## src/hw/rtl/mbrf_pkg.sv

```systemverilog
// ----------------------------------------------------------------------------
// mbrf_pkg
// Shared constants and the CRC-16/MODBUS byte step for the RTU request framer.
// ----------------------------------------------------------------------------
package mbrf_pkg;

    // frame geometry
    localparam int unsigned FRAME_LEN   = 8;
    localparam int unsigned HDR_LEN     = 6;
    localparam int unsigned CNT_W       = $clog2(FRAME_LEN);

    // function codes
    localparam logic [7:0]  FC_READ     = 8'h03;
    localparam logic [7:0]  FC_WRITE    = 8'h06;

    // crc constants
    localparam logic [15:0] CRC_INIT    = 16'hFFFF;
    localparam logic [15:0] CRC_POLY    = 16'hA001;

    // register map
    localparam int unsigned PADDR_W     = 4;
    typedef enum logic [1:0] {
        REG_SLAVE_ADDRESS  = 2'd0,
        REG_WRITE_REGISTER = 2'd1,
        REG_READ_REGISTER  = 2'd2,
        REG_READ_COUNT     = 2'd3
    } reg_idx_t;

    localparam logic [7:0]  SLAVE_ADDRESS_RST  = 8'h01;
    localparam logic [15:0] WRITE_REGISTER_RST = 16'h002C;
    localparam logic [15:0] READ_REGISTER_RST  = 16'h0000;
    localparam logic [15:0] READ_COUNT_RST     = 16'h0001;

    // request kind
    localparam logic        KIND_READ   = 1'b0;
    localparam logic        KIND_WRITE  = 1'b1;

    // one byte of reflected crc, eight shift steps
    function automatic logic [15:0] crc_byte(input logic [15:0] crc_in,
                                             input logic [7:0]  data);
        logic [15:0] c;
        c = crc_in ^ {8'h00, data};
        for (int n = 0; n < 8; n++) begin
            if (c[0])
                c = (c >> 1) ^ CRC_POLY;
            else
                c = c >> 1;
        end
        return c;
    endfunction

endpackage

```

## src/hw/rtl/modbus_rtu_request_framer_unit.sv

```systemverilog
// ----------------------------------------------------------------------------
// modbus_rtu_request_framer_unit
// Builds an 8-byte Modbus RTU request frame (read or write-single-register)
// with trailing CRC-16/MODBUS and streams it out one byte per cycle.
// ----------------------------------------------------------------------------
// A request is taken when start is high and busy is low. Its frame passes
// through the CRC pipeline and the serializer onto tx_byte, one byte per cycle
// for eight consecutive bytes, each marked by tx_valid, with last set on the
// final CRC high byte. The receiver has no way to hold bytes off and must take
// each one as it comes. After an accepted request busy stays high until the
// gap counter runs down, a spacing set by the single byte-wide serializer. The
// CRC pipeline folds one header byte per stage after the first, so a request
// can sit in it while the frame before streams. Configuration must be written
// over the APB port only while no request is in flight; nothing enforces it.
module modbus_rtu_request_framer_unit (
    input  logic                             clk,
    input  logic                             rst_n,
    // request side
    input  logic                             start,
    output logic                             busy,
    input  logic                             kind,
    input  logic [7:0]                       value,
    // result side
    output logic                             tx_valid,
    output logic [7:0]                       tx_byte,
    output logic                             last,
    // configuration port
    input  logic                             psel,
    input  logic                             penable,
    input  logic                             pwrite,
    input  logic [mbrf_pkg::PADDR_W-1:0]     paddr,
    input  logic [31:0]                      pwdata,
    output logic [31:0]                      prdata,
    output logic                             pready
);

    localparam int unsigned NSTG = mbrf_pkg::HDR_LEN + 1;

    // configuration registers
    logic [7:0]  slave_address_reg;
    logic [15:0] write_register_reg;
    logic [15:0] read_register_reg;
    logic [15:0] read_count_reg;
    logic        cfg_we;
    mbrf_pkg::reg_idx_t cfg_idx;

    // accept and spacing
    logic                            accept;
    logic [mbrf_pkg::CNT_W-1:0]      gap_reg;
    logic [mbrf_pkg::CNT_W-1:0]      gap_next;

    // crc pipeline
    logic        vld_reg   [NSTG];
    logic [47:0] frame_reg [NSTG];
    logic [15:0] crc_reg   [NSTG];
    logic [47:0] frame_in;
    logic [15:0] reg_addr;

    // output serializer
    logic [55:0]                     ser_reg;
    logic [55:0]                     ser_next;
    logic [mbrf_pkg::CNT_W-1:0]      rem_reg;
    logic [mbrf_pkg::CNT_W-1:0]      rem_next;
    logic                            tx_valid_reg;
    logic                            tx_valid_next;
    logic                            last_reg;
    logic                            last_next;
    logic [7:0]                      tx_byte_reg;
    logic [7:0]                      tx_byte_next;

    // apb decode
    assign pready  = 1'b1;
    assign cfg_we  = psel & penable & pwrite & pready;
    assign cfg_idx = mbrf_pkg::reg_idx_t'(paddr[3:2]);

    always_ff @(posedge clk or negedge rst_n)
    begin
        if (!rst_n)
        begin
            slave_address_reg  <= mbrf_pkg::SLAVE_ADDRESS_RST;
            write_register_reg <= mbrf_pkg::WRITE_REGISTER_RST;
            read_register_reg  <= mbrf_pkg::READ_REGISTER_RST;
            read_count_reg     <= mbrf_pkg::READ_COUNT_RST;
        end
        else if (cfg_we)
        begin
            unique case (cfg_idx)
                mbrf_pkg::REG_SLAVE_ADDRESS:  slave_address_reg  <= pwdata[7:0];
                mbrf_pkg::REG_WRITE_REGISTER: write_register_reg <= pwdata[15:0];
                mbrf_pkg::REG_READ_REGISTER:  read_register_reg  <= pwdata[15:0];
                mbrf_pkg::REG_READ_COUNT:     read_count_reg     <= pwdata[15:0];
                default: ;
            endcase
        end
    end

    // register readback
    always_comb
    begin
        unique case (cfg_idx)
            mbrf_pkg::REG_SLAVE_ADDRESS:  prdata = {24'h0, slave_address_reg};
            mbrf_pkg::REG_WRITE_REGISTER: prdata = {16'h0, write_register_reg};
            mbrf_pkg::REG_READ_REGISTER:  prdata = {16'h0, read_register_reg};
            mbrf_pkg::REG_READ_COUNT:     prdata = {16'h0, read_count_reg};
            default:                      prdata = 32'h0;
        endcase
    end

    // accept only while not busy; the gap counter spaces accepted items
    assign accept = start & ~busy;
    assign busy   = (gap_reg != '0);

    always_comb
    begin
        if (accept)
            gap_next = mbrf_pkg::CNT_W'(mbrf_pkg::FRAME_LEN - 1);
        else if (gap_reg != '0)
            gap_next = gap_reg - 1'b1;
        else
            gap_next = gap_reg;
    end

    always_ff @(posedge clk or negedge rst_n)
    begin
        if (!rst_n)
            gap_reg <= '0;
        else
            gap_reg <= gap_next;
    end

    // header bytes, byte 0 in the low bits
    always_comb
    begin
        reg_addr = (kind == mbrf_pkg::KIND_WRITE) ? write_register_reg : read_register_reg;
        frame_in[7:0]   = slave_address_reg;
        frame_in[15:8]  = (kind == mbrf_pkg::KIND_WRITE) ? mbrf_pkg::FC_WRITE
                                                        : mbrf_pkg::FC_READ;
        frame_in[23:16] = reg_addr[15:8];
        frame_in[31:24] = reg_addr[7:0];
        if (kind == mbrf_pkg::KIND_WRITE)
        begin
            frame_in[39:32] = 8'h00;
            frame_in[47:40] = value;
        end
        else
        begin
            frame_in[39:32] = read_count_reg[15:8];
            frame_in[47:40] = read_count_reg[7:0];
        end
    end

    // pipeline valid bits
    always_ff @(posedge clk or negedge rst_n)
    begin
        if (!rst_n)
        begin
            for (int s = 0; s < NSTG; s++)
                vld_reg[s] <= 1'b0;
        end
        else
        begin
            vld_reg[0] <= accept;
            for (int s = 1; s < NSTG; s++)
                vld_reg[s] <= vld_reg[s-1];
        end
    end

    // pipeline payload, stage s folds header byte s-1 into the crc
    always_ff @(posedge clk)
    begin
        frame_reg[0] <= frame_in;
        crc_reg[0]   <= mbrf_pkg::CRC_INIT;
        for (int s = 1; s < NSTG; s++)
        begin
            frame_reg[s] <= frame_reg[s-1];
            crc_reg[s]   <= mbrf_pkg::crc_byte(crc_reg[s-1], frame_reg[s-1][8*(s-1) +: 8]);
        end
    end

    // serializer: load a whole frame, then shift one byte per cycle
    always_comb
    begin
        ser_next      = ser_reg;
        rem_next      = rem_reg;
        tx_valid_next = 1'b0;
        last_next     = 1'b0;
        tx_byte_next  = tx_byte_reg;
        if (vld_reg[NSTG-1])
        begin
            tx_valid_next = 1'b1;
            tx_byte_next  = frame_reg[NSTG-1][7:0];
            ser_next      = {crc_reg[NSTG-1][15:8], crc_reg[NSTG-1][7:0],
                             frame_reg[NSTG-1][47:8]};
            rem_next      = mbrf_pkg::CNT_W'(mbrf_pkg::FRAME_LEN - 1);
        end
        else if (rem_reg != '0)
        begin
            tx_valid_next = 1'b1;
            tx_byte_next  = ser_reg[7:0];
            ser_next      = {8'h00, ser_reg[55:8]};
            rem_next      = rem_reg - 1'b1;
            last_next     = (rem_reg == mbrf_pkg::CNT_W'(1));
        end
    end

    always_ff @(posedge clk or negedge rst_n)
    begin
        if (!rst_n)
        begin
            rem_reg      <= '0;
            tx_valid_reg <= 1'b0;
            last_reg     <= 1'b0;
        end
        else
        begin
            rem_reg      <= rem_next;
            tx_valid_reg <= tx_valid_next;
            last_reg     <= last_next;
        end
    end

    always_ff @(posedge clk)
    begin
        ser_reg     <= ser_next;
        tx_byte_reg <= tx_byte_next;
    end

    assign tx_valid = tx_valid_reg;
    assign tx_byte  = tx_byte_reg;
    assign last     = last_reg;

endmodule

```

## config.mk

```make
export PLATFORM = sky130hd
export DESIGN_NAME = modbus_rtu_request_framer_unit
export DESIGN_NICKNAME = d
export VERILOG_FILES = /design/src/hw/rtl/mbrf_pkg.sv /design/src/hw/rtl/modbus_rtu_request_framer_unit.sv
export SDC_FILE = /design/constraint.sdc
export NUM_CORES = 1
export LEC_CHECK = 0
export BUFFER_PORTS_ARGS = -buffer_cell sky130_fd_sc_hd__buf_2
export CELL_PAD_IN_SITES_DETAIL_PLACEMENT = 1
export CELL_PAD_IN_SITES_GLOBAL_PLACEMENT = 2
export CORE_AREA = 3 3 177 179
export CTS_BUF_LIST = sky130_fd_sc_hd__clkbuf_2
export CTS_CLUSTER_SIZE = 25
export DETAILED_ROUTE_END_ITERATION = 8
export DIE_AREA = 0 0 180 182
export PLACE_DENSITY = 0.9
export SYNTH_ARGS = -nofsm -noshare
export SYNTH_HDL_FRONTEND = slang
export SYNTH_SLANG_ARGS = --single-unit
```

## constraint.sdc

```tcl
create_clock -name clk -period 5.8 [get_ports clk]
set_input_delay 0.87 -clock clk [delete_from_list [all_inputs] [get_ports clk]]
set_output_delay 0.87 -clock clk [all_outputs]
set_load 0.005 [all_outputs]
```

==> results of run 1 <==
==> cells by family (layout without fill, tap and decap cells) <==
group	Yosys count	in the layout	synth area share
flops	516	516	0.758
mux	146	146	0.117
xor+xnor	105	105	0.0753
buf+inv	57	303	0.0211
simple gates	41	41	0.0165
compound gates	15	15	0.00745
fa+ha+maj	5	5	0.00419
other cells	2	19	0.000503
==> per-stage QoR <==
stage	utilization	instances	hold WS, ps	total power, W	setup WS [ps]
after global placement	0.523	1314	310	0.00734	2490
after floorplan	-	902	310	0.00686	3150
after detailed placement	0.523	1314	313	0.00753	2470
after CTS	0.560	1538	31.3	0.00975	2470
final	0.561	1540	108	0.00955	2490
after global routing	0.560	1539	67.6	0.0102	2340
==> final cells by class <==
| cell class | instances | area [um^2] | area share |
|---|---|---|---|
| Inverter | 18 | 67.6 | 0.00406 |
| Multi-Input combinational cell | 329 | 3350 | 0.201 |
| Antenna cell | 2 | 5.00 | 0.000300 |
| Clock buffer | 185 | 926 | 0.0556 |
| Tap cell | 390 | 488 | 0.0293 |
| Clock inverter | 39 | 171 | 0.0103 |
| Timing Repair Buffer | 61 | 313 | 0.0188 |
| Sequential cell | 516 | 11300 | 0.680 |
==> critical path, stage by stage <==
cell and delay, ps:
buf_2 510, inv_2 80, nor2_1 560, a22o_1 280, buf_2 120
==> routing by layer <==
metal  part of all wire  GRT usage  routed length (um)
met1               0.43      0.183               10700
met2               0.51      0.277               13000
met3              0.040     0.0391                1010
met4              0.018     0.0640                 465
met5                  0          0                   0
==> how the worst max path moves through the flow <==
| stage | end | slack, ps | cells past startpoint |
|---|---|---|---|
| 2_1_floorplan | prdata[10] | 3150 | 4 |
| 3_3_place_gp | prdata[9] | 2490 | 5 |
| 3_5_place_dp | prdata[9] | 2470 | 5 |
| 4_1_cts | prdata[9] | 2470 | 5 |
| 5_1_grt | prdata[9] | 2340 | 5 |
| 6_report | prdata[9] | 2490 | 5 |
==> power breakdown <==
group / switching (W) / internal [W] / total [W]
logic: 0.000944 / 0.00115 / 0.00210
clock network: 0.00131 / 0.000858 / 0.00217
registers: 0.000445 / 0.00484 / 0.00528
==> synth_stat cells (2+ instances only) <==
cell      count
xnor2_2       7
buf_6         3
conb_1        2
a21oi_1       3
xor2_1       29
ha_1          5
a22o_1        8
dfstp_2       5
inv_1        17
and2_1        8
nor2b_1      15
xnor2_1      58
mux2_4        2
buf_1         5
nor2_1        5
buf_2         3
mux4_2        8
edfxtp_1     64
clkbuf_1      8
dfrtp_1      66
dfxtp_1     381
xor3_2        2
nand2_1       3
xnor3_2       2
xnor3_1       6
or2_2         2
mux2_2      136
buf_4        20
==> impl_results.md, run 1 <==
- Outcome: completed
- Global route overflow: 0
- Die width: 180 um
- Async S/R FF share, synth: 0.138
- Worst Max-Slew Pin Slew: 1060 ps
- Htree depth: 3
- Max-slew violation count: 0
- Post-CTS setup buffer count: 0
- DR pass1 iterations: 4
- Setup Skew: 63.4 ps
- Synth-to-Final Area Change: 11.5%
- CTS tree: yes
- Syn Inst Count: 887
- Max Buffers Root-to-Sink: 3
- Syn avg cell area: 16.8 um^2
- Hpwl dp: 16.5 mm
- Initial antenna violation count: 2
- Share of cells above drive strength 1: 0.372
- Tmin final: 3310 ps
- Design area: 16700 um^2
- Root Driver: clkbuf_2
- Crit path DAT: 2440 ps
- Top cell type's share of synthesized area: 0.510
- Routed vias: 6909
- Die ar.: 32800 um^2
- Max cap viols: 0
- Final setup viols: 0
- Hold Violations, Final: 0
- Largest net degree at the start of global routing: 72
- Port Buffers: 59
- Critical R2R Capture: ser_reg[8]
- Peak supply drop: 229 uV
- DP Area: 15600 um^2
- Critical setup path kind: in -> out
- I/O pin count: 95
- CP required: 4930 ps
- F_max: 303 MHz
- Cell type with the largest total area after synthesis: dfxtp_1
- Yosys warning count: 0
- EDFF count, synth: 64
- Pwr Density: 573 nW/um^2
- Layout fillers: 2909
- Worst Reg2Reg Path Length in Cells: 4
- Relative slew slack: 0.295
- Worst R2R Start: vld_reg[0]
- Worst skew pair latency: 950 ps
- Vias in the first global route: 7869
- Static Leakage: 7.35 nW
- Setup TNS: 0 ps
- CP endpoint kind: output pin
- Core area: 29700 um^2
- R2R Setup Slk: 3110 ps
- Post_cts resized: 0
- Max reg flops: 294
- Vias per cell: 4.49
- Clock transition at path regs: 110 ps
- Setup crit start: paddr[2]
- Worst setup SP type: input port
- Global-route wire length before repair: 40.4 mm
- Library cells used by synthesis: 42
- Commonest non-fill, non-tap cell in the layout: dfxtp_1
- Hold-fix buffers, CTS: 0
- Most used flip-flop cell after synthesis: dfxtp_1
- Routability congestion estimate: 0.746
- Final wirelength: 25.2 mm
- Fin crit share: 0.570
- RSZ-0062 raised after global routing: no
- Initial Utilization: 0.503
- Avg WL per Cell: 16.4 um
- Total CTS buffers: 117
- Die Y: 182 um
- Final nets: 1099
- CP Max Fanout: 19
- Synth Cell Area: 14900 um^2
- Starting DRT DRC Count: 197
- #FFs+latches synth: 516
- Routed Antenna Nets: 0
- Clk sinks: 516
- GRT Total Usage: 0.157
- Synth area leaders: dfxtp_1 (51%), edfxtp_1 (13%), dfrtp_1 (11%), mux2_2 (10%), xnor2_1 (3.4%)
- Commonest cells after routing, fill and taps aside: dfxtp_1 (381), clkbuf_2 (185), mux2_2 (136)
- Remaining DRCs: 0
- Post-synthesis sequential area ratio: 0.758
- HP Class: in -> async
- Row count: 63
Note: power is estimated with default switching activity, not from simulation.
==> run 2, diff against run 1 <==
- ABC_AREA: not set -> 1
- CORE_AREA: 3 3 177 179 -> 3 3 208 210
- DIE_AREA: 0 0 180 182 -> 0 0 211 213
- PLACE_DENSITY: 0.9 -> 0.8
- clock period: 5.8 -> 2.91 ns (I/O delays scaled with it)
==> run 2 against run 1 <==
Global-route usage decreased by 1.2 points; setup slack got worse by 2000 ps; routed wire length increased by 24%; largest cell class unchanged.
==> impl_results.md, run 2 <==
- Outcome: completed
- Worst setup SP type: flop
- Routability congestion estimate: 0.763
- Fin crit share: 0.841
- Synth Cell Area: 15300 um^2
- Static Leakage: 8.57 nW
- EDFF count, synth: 64
- Syn Inst Count: 1409
- DP Area: 16200 um^2
- Worst Max-Slew Pin Slew: 659 ps
- I/O pin count: 95
- Largest net degree at the start of global routing: 70
- Routed Antenna Nets: 0
- Root Driver: clkbuf_2
- CP Max Fanout: 2
- Min-Delay Startpoint: penable
- Design area: 17700 um^2
- Tmin final: 2450 ps
- Library cells used by synthesis: 30
- Final Power: 0.0181 W
- CP required: 2470 ps
- Post-synthesis sequential area ratio: 0.738
- Final setup viols: 0
- Row count: 75
- Vias in the first global route: 10300
- Slowest stage delay, CP: 390 ps
- Final nets: 1665
- Global-route wire length before repair: 51.2 mm
- Die ar.: 44900 um^2
- HP Class: in -> reg
- Clock transition at path regs: 110 ps
- Fin util: 0.425
- Initial Utilization: 0.367
- Commonest cells after routing, fill and taps aside: nand2_1 (492), dfxtp_1 (381), clkbuf_2 (183)
- CP endpoint kind: output pin
- Total CTS buffers: 121
- Hpwl dp: 21.1 mm
- Yosys warning count: 0
- Routed vias: 9528
- Initial antenna violation count: 1
- Die Y: 213 um
- Top cells by count, synth: nand2_1 (492), dfxtp_1 (381), inv_1 (109)
- Hold Violations, Final: 0
- Pwr Density: 1020 nW/um^2
- Top cell type's share of synthesized area: 0.497
- Setup TNS: 0 ps
- Share of cells above drive strength 1: 0.174
- Starting DRT DRC Count: 311
- Count leader, synth: nand2_1
- Commonest non-fill, non-tap cell in the layout: nand2_1
- Most used flip-flop cell after synthesis: dfxtp_1
- Final hold slack: 210 ps
- Max reg flops: 294
- CTS tree: yes
- DR pass1 iterations: 4
- Async S/R FF share, synth: 0.138
- #FFs+latches synth: 516
- CP cell instances: inv_1 > o22ai_1 > a21oi_1 > nand2_1 > buf_2
- Final wirelength: 31.2 mm
- Core area: 41800 um^2
- Crit path DAT: 2010 ps
- Vias per cell: 4.24
- RSZ-0062 raised after global routing: no
- Synth area leaders: dfxtp_1 (50%), edfxtp_1 (13%), nand2_1 (12%), dfrtp_1 (11%), inv_1 (2.7%)
- Peak supply drop: 318 uV
- Remaining DRCs: 0
- Setup Skew: 38.7 ps
- Worst R2R Start: frame_reg[4][36]
- Global route overflow: 0
- Avg WL per Cell: 13.9 um
- Port Buffers: 59
- Syn avg cell area: 10.9 um^2
- Max Buffers Root-to-Sink: 3
- Relative slew slack: 0.560
- Setup crit start: read_count_reg[3]
- Max-slew violation count: 0
- Critical-path top delay cell: dfrtp_1
- Worst skew pair latency: 1000 ps
- Synth-to-Final Area Change: 15.6%
- GRT Total Usage: 0.145
- Max cap viols: 0
- F_max: 409 MHz
- Post-CTS setup buffer count: 0
- Htree depth: 3
- Critical setup path kind: reg -> out
- Die width: 211 um
- Clk sinks: 516
- Cell type with the largest total area after synthesis: dfxtp_1
## run 2: final cells by class
class,count,area (um^2)
flip-flops and latches,516,11300
fillers,4694,24000
diodes,1,2.50
repair buffers,110,801
multi-input cells,734,3360
inverters,126,473
well taps,539,674
clock inverters,36,181
clock buffers,183,916
## run 2: report_power, final
part / switching, W / internal [W]
registers: 0.000849 / 0.00937
logic: 0.00217 / 0.00132
clock network: 0.00266 / 0.00177
## run 2: path summary, 6_finish.rpt
path                                         end  cells after the start  slack, ps
max reg2reg                        crc_reg[5][0]                     11       1240
max                                    prdata[3]                      5        460
max in group asynchronous  write_register_reg[3]                      4       1630
min                            read_count_reg[0]                      6        210
min in group asynchronous      read_count_reg[1]                      3        570
min reg2reg                      frame_reg[6][8]                      0        300
## run 2: stage by stage
stage | setup slack [ps] | instances
3_3_place_gp | 820 | 1986
4_1_cts | 317 | 2244
5_1_grt | 290 | 2245
6_report | 463 | 2245
3_5_place_dp | 776 | 1986
2_1_floorplan | 741 | 1424
## run 2: what timing repair did
item | 4_1_cts | 5_1_grt
hold buffers | 39 | 0
gates resized for setup | 0 | 0
hold endpoints to repair | 140 | 0
## run 2: routing by layer
metal | track usage | wire length [um] | part of all wire | vias up
li1 | - | - | - | 4811
met1 | 0.171 | 13900 | 0.44 | 4507
met2 | 0.252 | 15500 | 0.50 | 153
met3 | 0.0363 | 1060 | 0.034 | 57
met4 | 0.0649 | 837 | 0.027 | 0
met5 | 0 | 0 | 0 | -
## run 2: kinds of logic after synthesis
kind of cell,count (synthesis),synth area share
buffers and inverters,174,0.0467
AND/OR/NAND/NOR,560,0.140
XOR/XNOR,61,0.0368
AO/OA/AOI/OAI,91,0.0330
other,2,0.000489
flip-flops,516,0.738
adder cells (fa/ha/maj),5,0.00408
## run 2: worst max-delay path, delay by kind of cell, from the launching register on
| kind | cells | cell delay (ps) |
|---|---|---|
| DFF | 1 | 390 |
| AOI/OAI and AO/OA | 2 | 270 |
| and+or+nand+nor | 1 | 80 |
| buffers and inverters | 2 | 290 |
==> run 3, diff against run 2 <==
- clock period: 2.91 -> 2.1 ns (I/O delays scaled with it)
==> run 3 against run 2 <==
The flow now finishes with violations (negative setup slack); register-to-register slack lost 800 ps; global-route usage grew 0.40 points; power grew 44%; final cell count grew 3.6%.
==> impl_results.md, run 3 (synthesis gave the netlist of run 2 again) <==
- Worst R2R Start: frame_reg[5][43]
- Crit path DAT: 1810 ps
- RSZ-0062 raised after global routing: yes
- Largest net degree at the start of global routing: 66
- Global-route wire length before repair: 52.6 mm
- HP Class: in -> reg
- DR pass1 iterations: 4
- Final nets: 1743
- Row count: 75
- Port Buffers: 59
- Routed Antenna Nets: 0
- Routed vias: 9779
- Initial Utilization: 0.367
- Setup crit start: read_register_reg[3]
- Final setup viols: 1
- Clk sinks: 516
- DP Area: 16300 um^2
- Starting DRT DRC Count: 321
- Setup Skew: 107 ps
- Worst Max-Slew Pin Slew: 611 ps
- CTS tree: yes
- Final worst slack: -21.3 ps
- Tmin final: 2120 ps
- CP endpoint kind: output pin
- GRT Total Usage: 0.149
- Pwr Density: 1410 nW/um^2
- CP endpoint: prdata[3]
- Setup TNS: -21.3 ps
- Failing checks: negative setup slack
- Max-slew violation count: 0
- Design area: 18600 um^2
- Global route overflow: 0
- F_max: 471 MHz
- Outcome: finished, violations left
- Critical setup path kind: reg -> out
- Final wirelength: 32.7 mm
- CP Max Fanout: 2
- Commonest non-fill, non-tap cell in the layout: nand2_1
- Synth-to-Final Area Change: 21.3%
- Vias in the first global route: 10500
- CP required: 1780 ps
- Worst setup SP type: flop
- Avg WL per Cell: 14.1 um
- Worst skew pair latency: 1030 ps
- Die width: 211 um
- Vias per cell: 4.21
- Root Driver: clkbuf_2
- Initial antenna violation count: 1
- Die ar.: 44900 um^2
- Max Buffers Root-to-Sink: 3
- Total CTS buffers: 131
- Relative slew slack: 0.591
- Hold Violations, Final: 0
- Htree depth: 4
- Share of cells above drive strength 1: 0.225
- Critical R2R Capture: crc_reg[6][0]
- Fin crit share: 1.01
- Max reg flops: 294
- Remaining DRCs: 0
- Fin util: 0.446
- Max cap viols: 0
- R2R Setup Slk: 440 ps
- Routability congestion estimate: 0.775
- Core area: 41800 um^2
- Die Y: 213 um
- I/O pin count: 95
- Worst Reg2Reg Path Length in Cells: 11
- Final hold slack: 162 ps
- Hpwl dp: 21.3 mm
- Peak supply drop: 486 uV
- Commonest cells after routing, fill and taps aside: nand2_1 (483), dfxtp_1 (381), clkbuf_2 (193)
- Static Leakage: 9.00 nW
- Clock transition at path regs: 100 ps
- Layout fillers: 4680
==> run 3: changes by cell type in the layout (fill, tap and decap cells not counted), sizes merged <==
cell | previous run | this run
clkinv | 34 | 27
clkbuf | 183 | 193
inv | 127 | 134
buf | 72 | 120
dlygate4sd3 | 38 | 58
clkinvlp | 0 | 2
==> run 3: repair_timing <==
item,4_1_cts,5_1_grt
hold buffers,58,1
resized for setup,25,21
buffers inserted,24,22
pin swaps,12,11
endpoints found under the setup margin,17,17
endpoints found under the hold margin,165,1
==> run 3: worst max-delay path, cell delays in order, from the launching register on <==
cell and delay (ps):
dfrtp_1 410, inv_2 70, o22ai_2 80, a21oi_2 140
nand2_1 60, buf_2 130
==> run 3: power by group <==
| part | internal (W) | switching [W] |
|---|---|---|
| registers | 0.0130 | 0.00119 |
| clock network | 0.00266 | 0.00394 |
| logic | 0.00222 | 0.00320 |
==> run 3: cell type report <==
| type | instances | area, um^2 | share of cell area |
|---|---|---|---|
| well taps | 539 | 674 | 0.0362 |
| flip-flops and latches | 516 | 11300 | 0.609 |
| repair buffers | 178 | 1430 | 0.0768 |
| clock inverters | 38 | 236 | 0.0127 |
| clock buffers | 193 | 966 | 0.0519 |
| inverters | 126 | 473 | 0.0254 |
| multi-input cells | 734 | 3500 | 0.188 |
| diodes | 1 | 2.50 | 0.000134 |
==> run 3: layer usage <==
metal | track usage | up-vias | wire, um
met5 | 0 | - | 0
met3 | 0.0425 | 52 | 1080
met4 | 0.0607 | 0 | 739
li1 | - | 4962 | -
met2 | 0.261 | 153 | 16500
met1 | 0.172 | 4612 | 14400
==> run 3: metrics by stage <==
stage / worst slack, ps / instances / total power [W]
2_1_floorplan: 434 / 1424 / 0.0175
3_3_place_gp: 526 / 1988 / 0.0191
3_5_place_dp: 462 / 1988 / 0.0194
4_1_cts: -186 / 2301 / 0.0265
5_1_grt: -217 / 2325 / 0.0283
6_report: -21.3 / 2325 / 0.0262
==> run 3: worst min-delay path by stage <==
stage                               start                     to  cells past startpoint
after detailed placement  frame_reg[4][5]        frame_reg[5][5]                      0
after floorplan                     rst_n             gap_reg[0]                      0
after global placement              rst_n   read_register_reg[0]                      1
after global routing           pwdata[13]  read_register_reg[13]                      4
final                           pwdata[9]   read_register_reg[9]                      4
after CTS                       pwdata[6]      read_count_reg[6]                      4
